<file path="src/design/gcd_fifo.sv">
// Small synchronous queue built from registers, used between pipeline parts.
// No package dependencies.
module gcd_fifo #(
    parameter int WIDTH      = 8,
    parameter int DEPTH_LOG2 = 2
) (
    input  logic             clk,
    input  logic             rst_n,
    input  logic             push,
    input  logic [WIDTH-1:0] wdata,
    output logic             full,
    input  logic             pop,
    output logic [WIDTH-1:0] rdata,
    output logic             empty
);

    localparam int DEPTH = 2 ** DEPTH_LOG2;

    logic [WIDTH-1:0]      mem_reg [DEPTH];
    logic [DEPTH_LOG2-1:0] wr_ptr_reg;
    logic [DEPTH_LOG2-1:0] rd_ptr_reg;
    logic [DEPTH_LOG2:0]   count_reg;
    logic [DEPTH_LOG2:0]   count_next;
    logic                  do_push;
    logic                  do_pop;

    assign full    = (count_reg == (DEPTH_LOG2+1)'(DEPTH));
    assign empty   = (count_reg == '0);
    assign do_push = push && !full;
    assign do_pop  = pop && !empty;
    assign rdata   = mem_reg[rd_ptr_reg];

    always_comb
    begin
        count_next = count_reg;
        if (do_push && !do_pop)
        begin
            count_next = count_reg + 1'b1;
        end
        else if (do_pop && !do_push)
        begin
            count_next = count_reg - 1'b1;
        end
    end

    always_ff @(posedge clk or negedge rst_n)
    begin
        if (!rst_n)
        begin
            wr_ptr_reg <= '0;
            rd_ptr_reg <= '0;
            count_reg  <= '0;
        end
        else
        begin
            if (do_push)
            begin
                wr_ptr_reg <= wr_ptr_reg + 1'b1;
            end
            if (do_pop)
            begin
                rd_ptr_reg <= rd_ptr_reg + 1'b1;
            end
            count_reg <= count_next;
        end
    end

    always_ff @(posedge clk)
    begin
        if (do_push)
        begin
            mem_reg[wr_ptr_reg] <= wdata;
        end
    end

endmodule

</file>
<file path="config.mk">
export PLATFORM = sky130hd
export DESIGN_NAME = gcd_fifo
export DESIGN_NICKNAME = d
export VERILOG_FILES = /design/src/design/gcd_fifo.sv
export SDC_FILE = /design/constraint.sdc
export NUM_CORES = 1
export LEC_CHECK = 0
export ABC_AREA = 1
export ABC_CLOCK_PERIOD_IN_PS = 4100
export BUFFER_PORTS_ARGS = -buffer_cell sky130_fd_sc_hd__buf_2
export CORE_UTILIZATION = 45
export DETAILED_ROUTE_END_ITERATION = 10
export SLEW_MARGIN = 10
export SYNTH_ARGS = -nofsm -noshare
export SYNTH_HDL_FRONTEND = slang
export SYNTH_SLANG_ARGS = --single-unit
</file>
<file path="constraint.sdc">
create_clock -name clk -period 4.1 [get_ports clk]
set_input_delay 1.23 -clock clk [delete_from_list [all_inputs] [get_ports clk]]
set_output_delay 1.23 -clock clk [all_outputs]
set_load 0.01 [all_outputs]
</file>
# Word level (Yosys, flattened, before mapping)

Memory sizes are Yosys's and may differ from the RTL's.
Index checks and enable logic that the tools add are counted.

Multiplexer cells: 4
Reduce and logical (&&, ||, !) cells: 10
Equal/unequal tests: 1
$add $sub $neg: 4

Operator list:

| kind                  | count |
|---|---|
| $mux W3               | 2 |
| $add A2 B1 Y2 const B | 2 |
| $logic_and A1 B1 Y1   | 4 |
| $logic_not A1 Y1      | 4 |
| $add A3 B1 Y3 const B | 1 |
| $eq A3 B3 Y1 const B  | 1 |
| $logic_not A3 Y1      | 1 |
| $sub A3 B1 Y3 const B | 1 |
| $mux W1               | 2 |
| $reduce_bool A2 Y1    | 1 |

Register bits: 7
RAM bits: 32
Word-level logic and storage cells: 23
Memories kept: 1
Output and inout bits: 10

Memory list:

| memory  | words | width | rd ports | clocked after Yosys merged registers in | write ports | line | RTL |
|---|---|---|---|---|---|---|---|
| mem_reg | 4     | 8     | 1        | 0                                       | 1           | 19   | `logic [WIDTH-1:0] mem_reg [DEPTH];` |

# Depth between registers and ports, before layout

Word-level depth: 7
Mapped depth: 12

# Least setup slack after synthesis

No wires, ideal clock.

Path type: in2reg
Start point: input port push
End point: register count_reg[1]
Stages: 7
Setup time: 0.126 ns
Path slack: 1.811 ns
Buffers on the path: 0
Required time: 3.974 ns
Arrival: 2.162 ns
Path through: nand2_2 -> inv_1 -> ha_1 -> inv_1 -> fa_1 -> nand2_1 -> o21ai_0

RTL lines:

| element                | line | RTL |
|---|---|---|
| start: declaration     | 9    | `input logic push,` |
| $logic_and A1 B1 Y1    | 29   | `assign do_push = push && !full;` |
| via do_push            | 24   | `logic do_push;` |
| $logic_and A1 B1 Y1    | 36   | `if (do_push && !do_pop)` |
| $mux W3                | 36   |  |
| via count_next[1]      | 23   | `logic [DEPTH_LOG2:0] count_next;` |
| end signal: assignment | 64   | `count_reg <= count_next;` |
| end: declaration       | 22   | `logic [DEPTH_LOG2:0] count_reg;` |

The timed path passes the listed nets, and every way through them passes these cells.
A chain may end at the register's enable or synchronous reset.

# Final worst setup path

Start point: register rd_ptr_reg[1]
End point: output port rdata[1]

Word-level cells in the longest chain between the ends: 1

Ends and longest elaborated chain:

| element                  | line | RTL |
|---|---|---|
| start: declaration       | 21   | `logic [DEPTH_LOG2-1:0] rd_ptr_reg;` |
| start signal: assignment | 62   | `rd_ptr_reg <= rd_ptr_reg + 1'b1;` |
| $mem_v2 Z4 W8            | n/a  |  |
| end: declaration         | 13   | `output logic [WIDTH-1:0] rdata,` |

Every way passes these cells.

==> impl_results.md <==
- Status: complete, no violations
- Slowest-stage cell, CP: dfrtp_1
- Ys flop type: edfxtp_1
- RSZ-0062 raised after global routing: no
- Post-synthesis cell type count: 18
- Die area: 4111 um2
- RR Endpoint: count_reg[1]
- Antenna Nets Post-Route: 0
- DRC viols: 0
- Site Rows: 22
- Port bufs: 21
- Cells after Synth: 154
- Worst-path cell chain: clkinv_1 > o211ai_1 > nand2_1 > buf_2
- Final WL: between 2 and 3 mm
- Clock Latency Late Sink: 0.29 ns
- Largest stage delay, worst path: roughly 0.58 ns
- Seq/Total Area, Yosys: about two thirds
- Peak VDD IR: 306.1 uV
- Max-slew violations: 0
- #FFs+latches synth: 39
- Crit Path Category: reg -> out
- Slew HR: 41.46%
- Ys async rst share: ~18%
- Max-cap violations: 0
- Diode count: 0
- Hold Fails Final Rpt: 0
- Synthesis-to-finish area growth: 14.84%
- Tightest Pin Transition: 0.8749 ns
- Max reg flops: 32
- Mean number of vias per cell: 4.643
- Area of the multi-input gates: approximately 430 um2
- Vias in the first global route: 1,044
- H-tree depth: 2
- Critical Path AT: between 1.5 and 2 ns
- Hold depth: 2
- Die height: 64.12 um
- Worst Path Required: between 2 and 3 ns
- CP max FO: 11
- Max Clock Skew: 0.003939 ns
- Clock root buffer: clkbuf_8
- Hold Path Origin: rd_ptr_reg[0]
- Fill cell count: 323
- R2R setup slack: ~2.3 ns
- Largest net degree at the start of global routing: 35
- Top delay family on crit path: flip-flops
- Inserted Clock Buffers: 5
- Drt wl/cell: 12.74 um
- Setup TNS: 0 ns
- Via Count: 1,054
- Initial antenna violation count: 0
- Initial DRC Count: 26
- Layout cell share with drive strength beyond 1: 17.88%
- GR Overflow Total: 0
- Post-DP HPWL: 1.922 mm
- Worst Path Buf+Inv: 2
- Post-synth EDFFs: 32
- Fmax: 0.3433 GHz
- CP endpoint kind: output pin
- Pleak: 0.9004 nW
- Die width: between 60 and 70 um
- Period utilization: 71.04%
- Post-CTS Resized: 0
- First-pass GRT wire length: roughly 4.7 mm
- Total Nets Final: 196
- Hold buffers post-CTS: 0
- Final Critical Period: 2.913 ns
- YS warnings: 0
- CTS tree: yes
- Post-synthesis cell area: 1737 um2
- Clock transition at path regs: roughly 0.080 ns
- GP Congestion: 0.7134
- Core area: around 3700 um2
- Reg2reg path depth: 9
- Initial core utilization: between 40 and 50%
- Hold EP: rd_ptr_reg[0]
- Clock Tree Buf Depth: 2
- Drt pass-1 iters: 4
- I/O pins: 22
- Setup bufs post-CTS: 0
- HP Class: reg -> reg
- Syn Nets: ~170
- Power Density: slightly above 700 nW/um2
- Crit Reg-Reg Startpoint: count_reg[1]
- Syn Area/Cell: 11.28 um2
- # clock sinks: 39
- FF+latch area: 1136 um2
- Fin Hold WS: 0.5335 ns
- Total GRT Usage: 15.98%
- Final setup viols: 0
- Setup crit start kind: flip-flop
## placed cells by master (no fill, tap or decap), drive strengths merged
cell type,n
buf,21
bufinv,2
clkbuf,5
clkinv,1
clkinvlp,1
dfrtp,7
edfxtp,32
fa,1
ha,5
inv,32
nand2,42
nand3,7
nand4,1
nor2,4
o211ai,16
o21ai,1
xnor2,1
## cells in the mapped netlist (2+ instances only)
| cell | n | area (um2) |
|---|---|---|
| nand2_1 | 41 | 153.9 |
| ha_1 | 5 | 62.56 |
| inv_2 | 2 | 7.510 |
| buf_6 | 2 | 22.52 |
| nand3_1 | 7 | 35.03 |
| nor2_1 | 4 | 15.01 |
| inv_1 | 30 | 112.6 |
| dfrtp_1 | 7 | 175.2 |
| edfxtp_1 | 32 | 960.9 |
| o211ai_1 | 16 | 120.1 |
## through the flow
step | util (%) | total power [mW] | instances | setup slack [ns] | cell area, um2
global placement | 50.37 | 1.074 | 219 | 1.508 | 1858
CTS | 54.07 | 1.470 | 227 | 1.159 | 1994
detailed placement | 50.37 | 1.091 | 219 | 1.489 | 1858
global route | 54.07 | 1.560 | 227 | 1.053 | 1994
floorplan | - | 0.9663 | 154 | 1.811 | 1737
finish | 54.07 | 1.452 | 227 | 1.187 | 1994
## cell families after synthesis
logic type / Yosys count / share of synthesized area (%)
fa+ha+maj: 6 / 4.755
buf+inv: 37 / 9.654
compound gates: 17 / 7.205
xor+xnor: 1 / 0.5044
flops: 39 / 65.42
simple gates: 54 / 12.46
## worst max-delay path by stage
stage               slack [ns]            to          start  depth (start not counted)
global placement          1.51      rdata[7]  rd_ptr_reg[1]                          4
global route              1.05      rdata[1]  rd_ptr_reg[1]                          4
detailed placement        1.49      rdata[1]  rd_ptr_reg[1]                          4
finish                    1.19      rdata[1]  rd_ptr_reg[1]                          4
floorplan                 1.81  count_reg[1]           push                          7
CTS                       1.16      rdata[1]  rd_ptr_reg[1]                          4
## worst reg2reg max path, delay by kind of cell, from the launching register on
kind                     cells  cell delay, ns
adder cells (fa/ha/maj)      2            0.61
flip-flops                   1            0.40
AND/OR/NAND/NOR              3            0.38
buffers and inverters        3            0.25
AO/OA/AOI/OAI                1            0.07
## layer usage
layer  track usage [%]  routed length, um
met1             19.72               1341
met2             26.33               1397
met3             5.000                117
met4             5.833                 34
met5                 0                  0
## where the power goes
group	total (mW)	leakage (nW)	internal [mW]	switching, mW
Sequential	0.593	0.378	0.534	0.0588
Clock	0.378	0.0644	0.243	0.135
Combinational	0.481	0.458	0.172	0.309
## final cells by class
class,instances,area share [%]
clock inverter,3,3.388
multi-input combinational,78,21.71
inverter,33,6.211
timing repair buffer,21,5.270
clock buffer,5,3.450
tap,48,3.011
sequential,39,56.96
(Power assumes the default switching activity.)
