<file path="config.mk">
export PLATFORM = sky130hd
export DESIGN_NAME = gcd_front
export DESIGN_NICKNAME = d
export VERILOG_FILES = /design/src/design/gcd_pkg.sv /design/src/design/gcd_front.sv
export SDC_FILE = /design/constraint.sdc
export NUM_CORES = 2
export LEC_CHECK = 0
export BUFFER_PORTS_ARGS = -buffer_cell sky130_fd_sc_hd__buf_2
export CAP_MARGIN = 20
export CORE_UTILIZATION = 35
export DETAILED_ROUTE_END_ITERATION = 12
export SYNTH_ARGS = -nofsm -noshare
export SYNTH_HDL_FRONTEND = slang
export SYNTH_SLANG_ARGS = --single-unit
</file>
<file path="constraint.sdc">
create_clock -name clk -period 14.3 [get_ports clk]
set_clock_uncertainty 0.15 [all_clocks]
set_input_delay 1.43 -clock clk [delete_from_list [all_inputs] [get_ports clk]]
set_output_delay 1.43 -clock clk [all_outputs]
set_load 0.01 [all_outputs]
</file>
<file path="src/design/gcd_pkg.sv">
// Shared constants, tables and types of the great-circle distance pipeline.
// No dependencies; gcd_front, gcd_sincos, gcd_back and the top level import this package.
package gcd_pkg;

    localparam int ANGLE_FRAC_BITS = 23;
    localparam int DIST_FRAC_BITS  = 4;

    localparam int LAT_W    = 31;
    localparam int LON_W    = 32;
    localparam int DIST_W   = 30;
    localparam int RADIUS_W = 24;
    localparam int TURN_W   = 32;

    localparam logic [RADIUS_W-1:0] RADIUS_RESET = 24'd6371000;

    localparam int QUEUE_DEPTH_LOG2_DEF = 2;

    localparam int CORDIC_STEPS = 30;
    localparam int CORDIC_W     = 34;
    localparam int SQRT_STEPS   = 31;
    localparam int SQRT_W       = 62;

    // Back pipeline: fold + 30 rotation steps, three product stages,
    // 31 root steps, 30 vectoring steps, two scaling multiplies.
    localparam int PIPE_LAT = 1 + CORDIC_STEPS + 3 + SQRT_STEPS + CORDIC_STEPS + 2;

    localparam logic [29:0] DEG_TO_TURN = 30'd763549742;
    localparam logic signed [CORDIC_W-1:0] INV_GAIN = 34'sd652032874;
    localparam logic [30:0] PI_Q29  = 31'd1686629713;
    localparam logic [30:0] ONE_Q30 = 31'h4000_0000;

    localparam logic [29:0] ATAN_TURNS [CORDIC_STEPS] = '{
        30'h20000000, 30'h12E4051E, 30'h09FB385B, 30'h051111D4, 30'h028B0D43,
        30'h0145D7E1, 30'h00A2F61E, 30'h00517C55, 30'h0028BE53, 30'h00145F2F,
        30'h000A2F98, 30'h000517CC, 30'h00028BE6, 30'h000145F3, 30'h0000A2FA,
        30'h0000517D, 30'h000028BE, 30'h0000145F, 30'h00000A30, 30'h00000518,
        30'h0000028C, 30'h00000146, 30'h000000A3, 30'h00000051, 30'h00000029,
        30'h00000014, 30'h0000000A, 30'h00000005, 30'h00000003, 30'h00000001
    };

    // Four angles in binary turns, handed from the front to the back.
    typedef struct packed {
        logic [TURN_W-1:0] lat_half;
        logic [TURN_W-1:0] lon_half;
        logic [TURN_W-1:0] lat1;
        logic [TURN_W-1:0] lat2;
    } gcd_angles_t;

endpackage

</file>
<file path="src/design/gcd_front.sv">
// Front part: accepts point pairs, forms the differences and converts all
// four angles to binary turns. Depends on gcd_pkg.
module gcd_front (
    input  logic                       clk,
    input  logic                       rst_n,
    input  logic                       push,
    output logic                       full,
    input  logic signed [30:0]         first_latitude,
    input  logic signed [31:0]         first_longitude,
    input  logic signed [30:0]         second_latitude,
    input  logic signed [31:0]         second_longitude,
    input  logic                       mq_full,
    output logic                       mq_push,
    output gcd_pkg::gcd_angles_t       mq_data
);
    import gcd_pkg::*;

    // Degrees to turns with rounding; the half-angle form shifts one further.
    function automatic logic [TURN_W-1:0] to_turns(logic signed [32:0] v, logic half);
        logic [63:0] p;
        begin
            p = 64'(v) * 64'(DEG_TO_TURN);
            if (half)
            begin
                p = p + (64'(1) << (ANGLE_FRAC_BITS + 6));
                to_turns = TURN_W'(p >> (ANGLE_FRAC_BITS + 7));
            end
            else
            begin
                p = p + (64'(1) << (ANGLE_FRAC_BITS + 5));
                to_turns = TURN_W'(p >> (ANGLE_FRAC_BITS + 6));
            end
        end
    endfunction

    logic              en;
    logic              f1_vld_reg;
    logic              f2_vld_reg;
    logic signed [32:0] dlat_reg;
    logic signed [32:0] dlon_reg;
    logic signed [32:0] lat1_reg;
    logic signed [32:0] lat2_reg;
    gcd_angles_t       angles_reg;

    assign en      = !mq_full;
    assign full    = mq_full;
    assign mq_push = en && f2_vld_reg;
    assign mq_data = angles_reg;

    always_ff @(posedge clk or negedge rst_n)
    begin
        if (!rst_n)
        begin
            f1_vld_reg <= 1'b0;
            f2_vld_reg <= 1'b0;
        end
        else if (en)
        begin
            f1_vld_reg <= push;
            f2_vld_reg <= f1_vld_reg;
        end
    end

    always_ff @(posedge clk)
    begin
        if (en)
        begin
            dlat_reg <= 33'(second_latitude) - 33'(first_latitude);
            dlon_reg <= 33'(second_longitude) - 33'(first_longitude);
            lat1_reg <= 33'(first_latitude);
            lat2_reg <= 33'(second_latitude);
            angles_reg.lat_half <= to_turns(dlat_reg, 1'b1);
            angles_reg.lon_half <= to_turns(dlon_reg, 1'b1);
            angles_reg.lat1     <= to_turns(lat1_reg, 1'b0);
            angles_reg.lat2     <= to_turns(lat2_reg, 1'b0);
        end
    end

endmodule

</file>
======== After elaboration in Yosys (flattened, before gate mapping) ========
Cells that the tools add are included.
storage, ports and cells
  memories kept ........................... 0
  ROM bits ................................ 0
  memory bits (writable) .................. 0
  bits of input ports ..................... 130
  bits in registers ....................... 258
  bits in latches ......................... 0
  output and inout bits ................... 130
  word-level logic and storage cells ...... 22
cells by class
  add/sub/neg operators ................... 6
  order comparisons ....................... 0
  divide/modulo/power cells ............... 0
  eq/ne operators ......................... 0
  multiplexer cells ....................... 0
  bitwise gates (word level) .............. 0
  multiply operators ...................... 4
  reductions and logical operators ........ 2
  shift-type cells ........................ 0
operators with widths
  kind                                                                    count
  64-bit by 29-bit multiplier with 60-bit output (second input constant)  2
  64-bit by 29-bit multiplier with 61-bit output (second input constant)  2
  62-bit by 30-bit adder with 62-bit output (second input constant)       2
  61-bit by 29-bit adder with 61-bit output (second input constant)       2
  32-bit by 32-bit subtractor with 33-bit output                          1
  31-bit by 31-bit subtractor with 32-bit output                          1
  1-bit logical AND                                                       1
  1-bit zero test                                                         1

======== Depth between registers and ports, before layout ========
  word-level depth ........................ 2
  depth in mapped cells ................... 32
  gate-level depth less buffers ........... 31

======== Worst setup path before layout ========
OpenSTA, ideal clock, no wires.
  path type ............................... reg2reg
  from .................................... register, netlist name lat1_reg[30]
  to ...................................... register angles_reg, in the netlist mq_data[63], data pin
  cell stages (with the launch flop) ...... 26
  data arrival time ....................... 9857 ps
  clock period less this slack ............ 10267 ps
  setup slack ............................. 4033 ps
  path through ............................ edfxtp_1 > clkinv_1 > fa_1 > clkbuf_1 > inv_1 > fa_1 > fa_1 > inv_1 > fa_1 > fa_1 > inv_1 > ha_1 > clkbuf_1 > nand4_1 > nor2_1 > nand4_1 > nor3_1 > nor3_1 > o31ai_1 > a21oi_1 > o311ai_1 > nand3_1 > or4b_2 > nor4_2 > mux2i_1 > xnor2_1
between the ends
  cells in the longest elaborated chain, start to end .. 2
RTL lines
  item                                            line             text
  64-bit by 29-bit multiplier with 60-bit output  gcd_front.sv:22  p = 64'(v) * 64'(DEG_TO_TURN);
  61-bit by 29-bit adder with 61-bit output       gcd_front.sv:30  p = p + (64'(1) << (ANGLE_FRAC_BITS + 5));
  end, declared                                   gcd_front.sv:43  gcd_angles_t angles_reg;
Every way passes these cells.
A chain may end at the register's enable or synchronous reset.

======== Worst setup path in the final report ========
  from .................................... register lat1_reg[12]
  to ...................................... register angles_reg, in the netlist mq_data[63], data pin
between the ends
  cells in the longest elaborated chain, start to end .. 2
RTL lines
  item                                            line             text
  start, declared                                 gcd_front.sv:41  logic signed [32:0] lat1_reg;
  start signal, assigned                          gcd_front.sv:70  lat1_reg <= 33'(first_latitude);
  64-bit by 29-bit multiplier with 60-bit output  gcd_front.sv:22
  61-bit by 29-bit adder with 61-bit output       gcd_front.sv:30
Every way passes these cells.

==> impl_results.md <==
- Status: complete, no violations
- Total Routing Usage GR: 21.0%
- Detailed placement HPWL: 217,000 um
- Core Box Area: 0.231 mm^2
- Max-cap violation count: 0
- Clk_lat worst skew: 680 ps
- CTS Buf Count: 40
- Final Slew Violations: 0
- Hold Crit Class: flip-flop to flip-flop
- P&R area growth vs syn: 7.60%
- Max reg flops: 128
- Commonest non-fill, non-tap cell in the layout: inv_1
- DRT Pass-1 Iters: 6
- Hold_buf cts: 0
- GPL Wtd Cong: 0.979
- Arrival time at the worst endpoint: 10,290 ps
- Relative slew slack: 33.5%
- Final nets: 11,773
- Crit-path slowest cell: or4b_2
- Vias in the first global route: 63,060
- Post-layout min period: 10,020 ps
- H-tree depth: 2
- Ys Warns: 0
- Crit. End Element: flip-flop
- Post-CTS Setup Inserts: 0
- CTS tree: built
- Critical path required time: 14,570 ps
- Post-synthesis sequential area ratio: 9.47%
- Port bufs: 259
- Initial Utilization: 35.3%
- Mapped Nets: 11,560
- Largest net degree at the start of global routing: 74
- Ports: 260
- Root buffer cell: clkbuf_16
- Hold path depth: 1
- Clock sinks: 257
- Final number of setup-violating endpoints: 0
- R2R cell count: 28
- WL/cell: 20.2 um
- WS Path Type: flip-flop to flip-flop
- Share of cells above drive strength 1: 4.91%
- Fillers: 23,168
- Die height: 484 um
- Worst hold endpoint: f2_vld_reg$_DFFE_PN0N_
- Synthesized area: 0.0814 mm^2
- Drt drc: 0
- Hold Violations, Final: 0
- Post-synth EDFFs: 255
- Post-synth top flop: edfxtp_1
- RSZ-0062 raised after global routing: false
- Die W: 484 um
- Count of different cell masters after synthesis: 102
- Max stage delay on crit path: 770 ps
- Commonest cells after routing, fill and taps aside: inv_1, fa_1, ha_1, xnor2_1, a21oi_1
- Total gr overflow: 0
- Clock buffer depth: 3
- Worst setup SP type: flip-flop
- Detailed-route via count: 58,102
- Reg2reg setup slack: 4280 ps
- Via density: 4.83
- Worst r2r src: lat1_reg[12]$_DFFE_PN_
- Fmax: 0.0998 GHz
- Wirelength, routed: 243,000 um
- Routed Antenna Nets: 0
- Syn Inst Count: 8,763
- Clk slew on worst S/H paths: 50 ps
- Drt initial violations: 3,346
- Placement Rows: 176
- Ys async rst share: 0.778%
- Crit path max fanout: 8
- First-pass GRT wire length: 375,000 um
- Worst R2R End: mq_data[63]$_DFFE_PN_
- Die Area: 0.234 mm^2
- Mean Syn Cell Area: 9.29 um^2
- Initial antenna violation count: 8
- Slew @ Worst Pin: 997 ps
- Setup TNS: 0 ps
- Final Cycle Share: 70.1%
- Hold Crit Start: f2_vld_reg$_DFFE_PN0N_
- Flops & latches, synth: 257
- Resized cells post-CTS: 0
-- logic make-up after synthesis --
| logic type | synth area share [%] |
|---|---|
| multiplexers | 0.291 |
| AO/OA/AOI/OAI | 8.22 |
| XOR/XNOR | 6.08 |
| AND/OR/NAND/NOR | 7.28 |
| flip-flops | 9.47 |
| adder cells (fa/ha/maj) | 54.4 |
| buffers and inverters | 14.2 |
-- layer usage --
layer | wire [um] | part of all wire [%] | GRT usage, % | vias up
li1 | - | - | - | 27205
met1 | 105000 | 43 | 27.0 | 29263
met2 | 119000 | 49 | 36.6 | 1298
met3 | 8650 | 3.6 | 1.92 | 336
met4 | 9840 | 4.1 | 7.44 | 0
met5 | 0 | 0 | 0 | -
-- synthesized netlist by cell type, types with 98 or more instances --
cell type / count / share of area (%)
xnor2_1: 345 / 3.7
nand3_1: 100 / 0.62
xor2_1: 218 / 2.3
and2_1: 104 / 0.80
fa_1: 1453 / 36
a21oi_1: 308 / 1.9
ha_1: 1214 / 19
o21ai_0: 188 / 1.2
a21o_1: 156 / 1.4
edfxtp_1: 255 / 9.4
nor3_1: 98 / 0.60
nand2_1: 264 / 1.2
nor2_1: 238 / 1.1
inv_1: 2978 / 14
-- final cells by class --
class / count / area, um^2 / area share [%]
Clock buffer: 44 / 1020 / 1.16
Multi-Input combinational cell: 5422 / 62100 / 70.9
Tap cell: 3026 / 3790 / 4.32
Inverter: 2981 / 11200 / 12.8
Antenna cell: 1 / 2.50 / 0.00286
Timing Repair Buffer: 274 / 1410 / 1.61
Clock inverter: 28 / 362 / 0.413
Sequential cell: 257 / 7710 / 8.80
-- stage by stage --
step / hold slack [ps] / cells / utilization (%) / area [um^2] / setup slack [ps]
3_5_place_dp: 341 / 11959 / 37.4 / 86200 / 4360
4_1_cts: 305 / 12031 / 38.0 / 87500 / 4340
3_3_place_gp: 333 / 11959 / 37.4 / 86200 / 4500
2_1_floorplan: 321 / 8763 / - / 81400 / 4030
6_report: 361 / 12033 / 38.0 / 87600 / 4280
5_1_grt: 338 / 12033 / 38.0 / 87600 / 4000
-- how the worst max path moves through the flow --
stage,depth (start not counted),endpoint,from
2_1_floorplan,25,mq_data[63]$_DFFE_PN_,lat1_reg[30]$_DFFE_PN_
3_3_place_gp,27,mq_data[63]$_DFFE_PN_,lat1_reg[5]$_DFFE_PN_
3_5_place_dp,28,mq_data[63]$_DFFE_PN_,lat1_reg[12]$_DFFE_PN_
4_1_cts,28,mq_data[63]$_DFFE_PN_,lat1_reg[12]$_DFFE_PN_
5_1_grt,24,mq_data[95]$_DFFE_PN_,dlon_reg[32]$_DFFE_PN_
6_report,28,mq_data[63]$_DFFE_PN_,lat1_reg[12]$_DFFE_PN_
-- worst max-delay path, delay by kind of cell (launching register included) --
kind / cells / cell delay (ps)
adders and majority gates: 9 / 4340
buffers and inverters: 6 / 340
DFF: 1 / 600
xor gates and xnor gates: 1 / 100
and+or+nand+nor: 9 / 3460
AOI/OAI and AO/OA: 2 / 500
muxes: 1 / 260
Power is left out: the tool's default activity adds up to more than one toggle a clock period on the data nets, which glitch-free logic cannot reach.
